**config.mk**
```make
export PLATFORM = sky130hd
export DESIGN_NAME = dual_hbridge_drive_with_odometry_unit
export DESIGN_NICKNAME = d
export VERILOG_FILES = /design/src/design/dhdo_pkg.sv /design/src/design/dhdo_div.sv /design/src/design/dual_hbridge_drive_with_odometry_unit.sv
export SDC_FILE = /design/constraint.sdc
export NUM_CORES = 2
export LEC_CHECK = 0
export BUFFER_PORTS_ARGS = -buffer_cell sky130_fd_sc_hd__buf_4
export CORE_MARGIN = 8
export CORE_UTILIZATION = 50
export CTS_CLUSTER_SIZE = 24
export DETAILED_ROUTE_END_ITERATION = 10
export PLACE_DENSITY = 0.74
export SLEW_MARGIN = 20
export SYNTH_ARGS = -nofsm -noshare
export SYNTH_HDL_FRONTEND = slang
export SYNTH_SLANG_ARGS = --single-unit
```
**constraint.sdc**
```tcl
create_clock -name i_clk -period 10.5 [get_ports i_clk]
set_clock_uncertainty 0.1 [all_clocks]
set_input_delay 2.1 -clock i_clk [delete_from_list [all_inputs] [get_ports i_clk]]
set_output_delay 2.1 -clock i_clk [all_outputs]
set_load 0.01 [all_outputs]
```
**src/design/dhdo_pkg.sv**
```systemverilog
`default_nettype none

package dhdo_pkg;

    localparam int DEN_W  = 36;
    localparam int RATE_W = 21;
    localparam int CFG_W  = 16;
    localparam int IDX_W  = 2;

    localparam logic [IDX_W-1:0] CFG_PWM_PERIOD   = 2'd0;
    localparam logic [IDX_W-1:0] CFG_LINK_TIMEOUT = 2'd1;
    localparam logic [IDX_W-1:0] CFG_DEFAULT_IVL  = 2'd2;

    localparam logic [CFG_W-1:0] RST_PWM_PERIOD   = 16'd499;
    localparam logic [CFG_W-1:0] RST_LINK_TIMEOUT = 16'd500;
    localparam logic [CFG_W-1:0] RST_DEFAULT_IVL  = 16'd100;

    localparam logic OP_CMD    = 1'b0;
    localparam logic OP_SAMPLE = 1'b1;

    localparam logic [7:0] DIR_FWD = 8'd1;

    // bit 0 = pin a, bit 1 = pin b
    localparam logic [1:0] PINS_STOP = 2'b00;
    localparam logic [1:0] PINS_FWD  = 2'b10;
    localparam logic [1:0] PINS_REV  = 2'b01;

    localparam logic [DEN_W-1:0]  CMP_DIVISOR = 36'd255;
    localparam logic [9:0]        RATE_SCALE  = 10'd550;
    localparam logic [RATE_W-1:0] RATE_MAX    = 21'h1FFFFF;

    typedef enum logic [1:0] {
        S_IDLE,
        S_PREP,
        S_DIV,
        S_DONE
    } t_state;

    typedef struct packed {
        logic busy;
        logic done;
    } t_div_stat;

    function automatic logic [1:0] pins_for(input logic [7:0] speed, input logic [7:0] dir);
        logic [1:0] pins;
        if (speed == 8'd0) begin
            pins = PINS_STOP;
        end else if (dir == DIR_FWD) begin
            pins = PINS_FWD;
        end else begin
            pins = PINS_REV;
        end
        return pins;
    endfunction

endpackage

`default_nettype wire

```
**src/design/dhdo_div.sv**
```systemverilog
`default_nettype none

module dhdo_div import dhdo_pkg::*; #(
    parameter int NUM_W = 26
) (
    input  wire logic             i_clk,
    input  wire logic             i_rst_n,
    input  wire logic             i_start,
    input  wire logic [NUM_W-1:0] i_num,
    input  wire logic [DEN_W-1:0] i_den,
    output t_div_stat             o_stat,
    output logic [NUM_W-1:0]      o_quot
);

    localparam int CNT_W = $clog2(NUM_W + 1);

    logic [NUM_W-1:0] r_num;
    logic [DEN_W-1:0] r_rem;
    logic [DEN_W-1:0] r_den;
    logic [CNT_W-1:0] r_count;
    logic             r_busy;
    logic             r_done;

    logic [DEN_W:0]   w_trial;
    logic [DEN_W+1:0] w_diff;
    logic             w_ge;

    // restoring division, one quotient bit per cycle shifted into r_num
    always_comb begin
        w_trial = {r_rem, r_num[NUM_W-1]};
        w_diff  = {1'b0, w_trial} - {2'b00, r_den};
        w_ge    = !w_diff[DEN_W+1];
    end

    always_ff @(posedge i_clk) begin
        if (!i_rst_n) begin
            r_busy  <= 1'b0;
            r_done  <= 1'b0;
            r_count <= '0;
        end else begin
            r_done <= 1'b0;
            if (i_start) begin
                r_busy  <= 1'b1;
                r_count <= CNT_W'(NUM_W);
            end else if (r_busy) begin
                r_count <= r_count - CNT_W'(1);
                if (r_count == CNT_W'(1)) begin
                    r_busy <= 1'b0;
                    r_done <= 1'b1;
                end
            end
        end
    end

    always_ff @(posedge i_clk) begin
        if (i_start) begin
            r_num <= i_num;
            r_rem <= '0;
            r_den <= i_den;
        end else if (r_busy) begin
            r_num <= {r_num[NUM_W-2:0], w_ge};
            r_rem <= w_ge ? w_diff[DEN_W-1:0] : w_trial[DEN_W-1:0];
        end
    end

    assign o_stat.busy = r_busy;
    assign o_stat.done = r_done;
    assign o_quot      = r_num;

endmodule

`default_nettype wire

```
**src/design/dual_hbridge_drive_with_odometry_unit.sv**
```systemverilog
`default_nettype none

// Channel  | Handshake                 | Payload
// ---------+---------------------------+-------------------------------------------
// input    | i_in_valid / o_in_ready   | opcode, now_ms, speed/dir cmds, counters
// output   | o_out_valid / i_out_ready | bridge pins, compares, rates, feedback
// config   | i_cfg_valid / o_cfg_ready | i_cfg_index, i_cfg_data (always ready)
//
// One item at a time: a new item is taken only in S_IDLE, once the last result is
// loaded. NUM_W is max(COUNTER_BITS + 10, 24): the bit-serial restoring dividers
// return one quotient bit per cycle, both motors in parallel.
// Synchronous active-low reset restores the register defaults and zeroes control and odometry state.
// A result not yet taken holds the next item in its final state.

module dual_hbridge_drive_with_odometry_unit import dhdo_pkg::*; #(
    parameter int COUNTER_BITS = 16
) (
    input  wire logic              i_clk,
    input  wire logic              i_rst_n,

    input  wire logic              i_cfg_valid,
    output logic                   o_cfg_ready,
    input  wire logic [IDX_W-1:0]  i_cfg_index,
    input  wire logic [CFG_W-1:0]  i_cfg_data,

    input  wire logic              i_in_valid,
    output logic                   o_in_ready,
    input  wire logic              i_opcode,
    input  wire logic [31:0]       i_now_ms,
    input  wire logic [7:0]        i_left_speed_cmd,
    input  wire logic [7:0]        i_left_dir_cmd,
    input  wire logic [7:0]        i_right_speed_cmd,
    input  wire logic [7:0]        i_right_dir_cmd,
    input  wire logic [15:0]       i_left_counter,
    input  wire logic [15:0]       i_right_counter,

    output logic                   o_out_valid,
    input  wire logic              i_out_ready,
    output logic                   o_left_pin_a,
    output logic                   o_left_pin_b,
    output logic                   o_right_pin_a,
    output logic                   o_right_pin_b,
    output logic [15:0]            o_left_compare,
    output logic [15:0]            o_right_compare,
    output logic [RATE_W-1:0]      o_left_rate,
    output logic [RATE_W-1:0]      o_right_rate,
    output logic [15:0]            o_left_feedback,
    output logic [15:0]            o_right_feedback
);

    localparam int CB    = COUNTER_BITS;
    localparam int NUM_W = (CB + 10 > 24) ? CB + 10 : 24;

    t_state r_state, n_state;

    logic [CFG_W-1:0] r_pwm_period;
    logic [CFG_W-1:0] r_link_timeout;
    logic [CFG_W-1:0] r_default_ivl;

    logic             r_in_opcode;
    logic [31:0]      r_in_now;
    logic [7:0]       r_in_lspeed, r_in_ldir, r_in_rspeed, r_in_rdir;
    logic [15:0]      r_in_lcnt, r_in_rcnt;

    logic [3:0]        r_pins;
    logic [15:0]       r_cmp_l, r_cmp_r;
    logic [31:0]       r_last_cmd, r_last_sample;
    logic [CB-1:0]     r_prev_l, r_prev_r;
    logic [31:0]       r_total_l, r_total_r;
    logic [RATE_W-1:0] r_rate_l, r_rate_r;
    logic [15:0]       r_fb_l, r_fb_r;

    logic              r_out_valid;
    logic [3:0]        r_out_pins;
    logic [15:0]       r_out_cmp_l, r_out_cmp_r, r_out_fb_l, r_out_fb_r;
    logic [RATE_W-1:0] r_out_rate_l, r_out_rate_r;

    logic              w_accept, w_prep, w_div_done, w_load;
    logic [31:0]       w_lcnt_ext, w_rcnt_ext;
    logic [CB-1:0]     w_cnt_l, w_cnt_r, w_d_l, w_d_r, w_mag_l, w_mag_r;
    logic [31:0]       w_cmd_age, w_dt_raw, w_dt;
    logic [23:0]       w_cmp_prod_l, w_cmp_prod_r;
    logic [NUM_W-1:0]  w_num_l, w_num_r;
    logic [DEN_W-1:0]  w_den;
    logic              w_timeout;
    t_div_stat         w_stat_l, w_stat_r;
    logic [NUM_W-1:0]  w_quot_l, w_quot_r;
    logic [RATE_W-1:0] w_rate_l, w_rate_r;

    assign o_cfg_ready = 1'b1;
    assign o_in_ready  = (r_state == S_IDLE);
    assign w_accept    = i_in_valid && o_in_ready;
    assign w_prep      = (r_state == S_PREP);
    assign w_div_done  = (r_state == S_DIV) && w_stat_l.done;

    always_ff @(posedge i_clk) begin
        if (!i_rst_n) begin
            r_state <= S_IDLE;
        end else begin
            r_state <= n_state;
        end
    end

    always_comb begin
        n_state = r_state;
        w_load  = 1'b0;
        unique case (r_state)
            S_IDLE: begin
                if (i_in_valid) begin
                    n_state = S_PREP;
                end
            end
            S_PREP: begin
                n_state = S_DIV;
            end
            S_DIV: begin
                if (w_stat_l.done) begin
                    n_state = S_DONE;
                end
            end
            S_DONE: begin
                if (!r_out_valid || i_out_ready) begin
                    w_load  = 1'b1;
                    n_state = S_IDLE;
                end
            end
            default: begin
                n_state = S_IDLE;
            end
        endcase
    end

    always_ff @(posedge i_clk) begin
        if (!i_rst_n) begin
            r_pwm_period   <= RST_PWM_PERIOD;
            r_link_timeout <= RST_LINK_TIMEOUT;
            r_default_ivl  <= RST_DEFAULT_IVL;
        end else if (i_cfg_valid) begin
            unique case (i_cfg_index)
                CFG_PWM_PERIOD:   r_pwm_period   <= i_cfg_data;
                CFG_LINK_TIMEOUT: r_link_timeout <= i_cfg_data;
                CFG_DEFAULT_IVL:  r_default_ivl  <= i_cfg_data;
                default: ;
            endcase
        end
    end

    always_ff @(posedge i_clk) begin
        if (w_accept) begin
            r_in_opcode <= i_opcode;
            r_in_now    <= i_now_ms;
            r_in_lspeed <= i_left_speed_cmd;
            r_in_ldir   <= i_left_dir_cmd;
            r_in_rspeed <= i_right_speed_cmd;
            r_in_rdir   <= i_right_dir_cmd;
            r_in_lcnt   <= i_left_counter;
            r_in_rcnt   <= i_right_counter;
        end
    end

    // operand preparation
    always_comb begin
        w_lcnt_ext = {16'b0, r_in_lcnt};
        w_rcnt_ext = {16'b0, r_in_rcnt};
        w_cnt_l    = w_lcnt_ext[CB-1:0];
        w_cnt_r    = w_rcnt_ext[CB-1:0];
        w_d_l      = w_cnt_l - r_prev_l;
        w_d_r      = w_cnt_r - r_prev_r;
        w_mag_l    = w_d_l[CB-1] ? (~w_d_l + CB'(1)) : w_d_l;
        w_mag_r    = w_d_r[CB-1] ? (~w_d_r + CB'(1)) : w_d_r;

        w_cmd_age  = r_in_now - r_last_cmd;
        w_timeout  = (w_cmd_age > {16'b0, r_link_timeout});
        w_dt_raw   = r_in_now - r_last_sample;
        if (w_dt_raw != 32'd0) begin
            w_dt = w_dt_raw;
        end else if (r_default_ivl != '0) begin
            w_dt = {16'b0, r_default_ivl};
        end else begin
            w_dt = 32'd1;
        end

        w_cmp_prod_l = 24'(r_in_lspeed) * 24'(r_pwm_period);
        w_cmp_prod_r = 24'(r_in_rspeed) * 24'(r_pwm_period);

        if (r_in_opcode == OP_CMD) begin
            w_num_l = NUM_W'(w_cmp_prod_l);
            w_num_r = NUM_W'(w_cmp_prod_r);
            w_den   = CMP_DIVISOR;
        end else begin
            w_num_l = NUM_W'(w_mag_l) * NUM_W'(RATE_SCALE);
            w_num_r = NUM_W'(w_mag_r) * NUM_W'(RATE_SCALE);
            w_den   = DEN_W'(w_dt) + (DEN_W'(w_dt) << 3);
        end
    end

    dhdo_div #(
        .NUM_W (NUM_W)
    ) u_div_left (
        .i_clk   (i_clk),
        .i_rst_n (i_rst_n),
        .i_start (w_prep),
        .i_num   (w_num_l),
        .i_den   (w_den),
        .o_stat  (w_stat_l),
        .o_quot  (w_quot_l)
    );

    dhdo_div #(
        .NUM_W (NUM_W)
    ) u_div_right (
        .i_clk   (i_clk),
        .i_rst_n (i_rst_n),
        .i_start (w_prep),
        .i_num   (w_num_r),
        .i_den   (w_den),
        .o_stat  (w_stat_r),
        .o_quot  (w_quot_r)
    );

    assign w_rate_l = (|w_quot_l[NUM_W-1:RATE_W]) ? RATE_MAX : w_quot_l[RATE_W-1:0];
    assign w_rate_r = (|w_quot_r[NUM_W-1:RATE_W]) ? RATE_MAX : w_quot_r[RATE_W-1:0];

    always_ff @(posedge i_clk) begin
        if (!i_rst_n) begin
            r_pins        <= '0;
            r_cmp_l       <= '0;
            r_cmp_r       <= '0;
            r_last_cmd    <= '0;
            r_last_sample <= '0;
            r_prev_l      <= '0;
            r_prev_r      <= '0;
            r_total_l     <= '0;
            r_total_r     <= '0;
            r_rate_l      <= '0;
            r_rate_r      <= '0;
            r_fb_l        <= '0;
            r_fb_r        <= '0;
        end else if (w_prep) begin
            if (r_in_opcode == OP_CMD) begin
                r_last_cmd <= r_in_now;
                r_pins     <= {pins_for(r_in_rspeed, r_in_rdir),
                               pins_for(r_in_lspeed, r_in_ldir)};
                r_fb_l     <= r_total_l[15:0];
                r_fb_r     <= r_total_r[15:0];
            end else begin
                if (w_timeout) begin
                    r_pins  <= '0;
                    r_cmp_l <= '0;
                    r_cmp_r <= '0;
                end
                r_last_sample <= r_in_now;
                r_prev_l      <= w_cnt_l;
                r_prev_r      <= w_cnt_r;
                r_total_l     <= r_total_l + 32'(w_mag_l);
                r_total_r     <= r_total_r + 32'(w_mag_r);
            end
        end else if (w_div_done) begin
            if (r_in_opcode == OP_CMD) begin
                r_cmp_l <= w_quot_l[15:0];
                r_cmp_r <= w_quot_r[15:0];
            end else begin
                r_rate_l <= w_rate_l;
                r_rate_r <= w_rate_r;
            end
        end
    end

    always_ff @(posedge i_clk) begin
        if (!i_rst_n) begin
            r_out_valid <= 1'b0;
        end else if (w_load) begin
            r_out_valid <= 1'b1;
        end else if (i_out_ready) begin
            r_out_valid <= 1'b0;
        end
    end

    always_ff @(posedge i_clk) begin
        if (w_load) begin
            r_out_pins   <= r_pins;
            r_out_cmp_l  <= r_cmp_l;
            r_out_cmp_r  <= r_cmp_r;
            r_out_rate_l <= r_rate_l;
            r_out_rate_r <= r_rate_r;
            r_out_fb_l   <= r_fb_l;
            r_out_fb_r   <= r_fb_r;
        end
    end

    assign o_out_valid      = r_out_valid;
    assign o_left_pin_a     = r_out_pins[0];
    assign o_left_pin_b     = r_out_pins[1];
    assign o_right_pin_a    = r_out_pins[2];
    assign o_right_pin_b    = r_out_pins[3];
    assign o_left_compare   = r_out_cmp_l;
    assign o_right_compare  = r_out_cmp_r;
    assign o_left_rate      = r_out_rate_l;
    assign o_right_rate     = r_out_rate_r;
    assign o_left_feedback  = r_out_fb_l;
    assign o_right_feedback = r_out_fb_r;

    a_no_shoot_through: assert property (@(posedge i_clk) disable iff (!i_rst_n)
        !(r_pins[0] && r_pins[1]) && !(r_pins[2] && r_pins[3]))
        else $error("bridge pins a and b both high");

    a_div_lockstep: assert property (@(posedge i_clk) disable iff (!i_rst_n)
        (w_stat_l.done == w_stat_r.done) && (w_stat_l.busy == w_stat_r.busy))
        else $error("dividers out of step");

    a_idle_not_busy: assert property (@(posedge i_clk) disable iff (!i_rst_n)
        o_in_ready |-> !w_stat_l.busy && !w_stat_l.done)
        else $error("input ready while divider active");

    a_out_after_done: assert property (@(posedge i_clk) disable iff (!i_rst_n)
        $rose(o_out_valid) |-> $past(r_state == S_DONE))
        else $error("result shown outside final state");

endmodule

`default_nettype wire

```
==> key figures <==
Outcome
  – Status: finished clean

Detailed routing
  – First drt pass iteration count: 6
  – Routed Antenna Nets: 0
  – Met1 wire length: 55.54 mm
  – Total number of vias: 37470
  – Highest metal layer with signal wires: met5
  – Wire per inst: 18.27 um
  – Initial drt markers: 2602
  – Met3 wire length: 9.211 mm
  – DR WL met2: ~54 mm
  – Vias/cell: roughly 5.6
  – Routed wire length: 121.4 mm
  – # DRC: 0

Clock network
  – Worst skew pair latency: 0.65 ns
  – Setup Buffers After CTS: 0
  – CTS H-tree lvls: 3
  – Clock sink total: 669
  – Post-CTS Resized: 0
  – Clock Tree Buf Depth: 3
  – CTS Hold Bufs: 0
  – Total clock buffers created by CTS: 76
  – Root Buffer: clkbuf_16
  – CTS tree: yes
  – Clock slew at reported path FFs: 0.07 ns

Worst setup path
  – Crit end category: flip-flop
  – Crit path max-delay cell type: xnor2_1
  – Critical Path Start Type: flip-flop
  – Worst reg-to-reg setup slack: 2.06 ns
  – CP required: 10.80 ns
  – Critical path class: reg2reg
  – CP max stage delay: 0.61 ns
  – Crit-path max FO: 17
  – CP arrival: between 8 and 9 ns

STA
  – Normalized max-slew margin: 22.47%
  – Final Hold Viols: 0
  – Max Transition Viols Final: 0
  – Final setup viols: 0
  – Final worst-path cycle share: 80.36%
  – Final Critical Period: 8.438 ns
  – Setup TNS: 0 ns
  – Least-Margin Pin Slew: 1.147 ns
  – Final hold slack: 0.3241 ns
  – RSZ-0062 raised after global routing: false
  – Max Clk Rate: 118.5 MHz

GRT
  – GRT Overall Usage: 21.88%
  – Vias in the first global route: 36340
  – Antenna violations before repair: 5
  – Total grt overflow: 0
  – First-pass GRT wire length: ~190 mm
  – Largest net degree at the start of global routing: 131

Yosys
  – Syn_nets: 5969
  – Most used DFF post-synth: dfxtp_1
  – Async set-reset flop share out of synthesis: 0%
  – Yosys reg bits: 669
  – YS warnings: 0
  – Post-synthesis sequential area ratio: 33.39%
  – Synth cell types: 101
  – Syn avg cell area: about 9.5 um2
  – EDFF count, synth: 295
  – Mapped Area: 48950 um2
  – Gate Count Post-Synth: 5162

Placed design
  – DP Area: 51850 um2
  – GPL Wtd Cong: between 0.9 and 1
  – Hpwl dp: 92.02 mm
  – Port buffer count: 231

Final layout
  – Commonest cells after routing, fill and taps aside: 566 x inv_1, 463 x ha_1, 431 x nand2_1
  – Most common cell after layout, fill and taps aside: inv_1
  – Layout cells sized above 1: 9.447%
  – Finished Cell Area: 54440 um2
  – Final Util: a little under three fifths
  – Fin nets: 6111
  – Fill count: 8421
  – Area Overhead vs Synth: 11.21%

Die
  – Die footprint: ~110000 um2
  – Die Height: 328.9 um
  – Cell row count: 114
  – Chip width: 328.9 um
  – Initial Util: 50.55%
  – Area of the core: 96850 um2
  – IO Pins: 233

Hold path
  – Hold Path Class: reg2reg

Run
  – # Max-Cap Violations: 0
==> worst max-delay path: cells and delay by family (launching register included) <==
kind | cells | cell delay (ns)
AO/OA/AOI/OAI | 16 | 3.57
adder cells (fa/ha/maj) | 6 | 2.27
AND/OR/NAND/NOR | 3 | 0.87
XOR/XNOR | 1 | 0.61
flip-flops | 1 | 0.45
multiplexers | 1 | 0.21
buffers and inverters | 2 | 0.13
==> metrics by stage <==
stage | instances | worst slack, ns
2_1_floorplan | 5162 | 2.759
3_3_place_gp | 6502 | 2.432
3_5_place_dp | 6502 | 2.201
4_1_cts | 6643 | 2.135
5_1_grt | 6643 | 1.434
6_report | 6646 | 2.062
==> worst paths after layout <==
kind,start,to,cells past startpoint
worst max-delay path,r_in_lcnt[1]$_DFFE_PP_,u_div_left.o_quot[25]$_DFFE_PP_,29
worst min-delay path,r_pins[2]$_SDFFE_PN0P_,r_out_pins[2]$_DFFE_PP_,0
worst min register to register,r_pins[2]$_SDFFE_PN0P_,r_out_pins[2]$_DFFE_PP_,0
worst max register to register,r_in_lcnt[1]$_DFFE_PP_,u_div_left.o_quot[25]$_DFFE_PP_,29
==> layer usage <==
metal,global-route usage [%],up-vias
met5,0,-
met4,6.405,2
met3,4.981,185
met2,34.36,1037
met1,30.16,18040
li1,-,18200
==> cells in the mapped netlist (all sizes together) (80+ instances only) <==
master	instances	area, um2
a211oi	80	605.6
a21o	121	920.9
a21oi	261	1310
and2	146	913.4
clkbuf	182	683.2
dfxtp	374	7487
edfxtp	295	8859
fa	221	4424
ha	466	5831
inv	566	2125
mux2i	229	2292
nand2	431	1618
nor2	322	1211
nor2b	203	1270
o21ai	170	854.6
xnor2	192	1689
xor2	95	832.1
==> sequential cells by signal, indices dropped and copies added (netlist names), 21 cells and up <==
name / count
u_div_left.r_rem: 36
u_div_right.r_den: 36
u_div_right.r_rem: 36
r_in_now: 32
r_last_cmd: 32
r_last_sample: 32
u_div_left.o_quot: 26
u_div_right.o_quot: 26
o_left_rate: 21
o_right_rate: 21
r_rate_l: 21
r_rate_r: 21
==> logic make-up after synthesis <==
group	share of synthesized area [%]
AOI/OAI and AO/OA	14.75
xor gates and xnor gates	5.150
adders and majority gates	21.11
buffers and inverters	5.868
DFF	33.39
muxes	4.874
other	0.007660
and+or+nand+nor	14.85
==> final cells by class <==
| class | count | area [um2] | area share, % |
|---|---|---|---|
| flip-flops and latches | 669 | 16350 | 30.03 |
| well taps | 1276 | 1597 | 2.933 |
| multi-input cells | 3731 | 29830 | 54.79 |
| inverters | 567 | 2128 | 3.910 |
| clock buffers | 90 | 2027 | 3.723 |
| diodes | 3 | 7.507 | 0.01379 |
| repair buffers | 259 | 1951 | 3.583 |
| clock inverters | 51 | 551.8 | 1.014 |
Power is not shown: default switching activity piles up to over one toggle a cycle in this logic, so the estimate is an artifact.
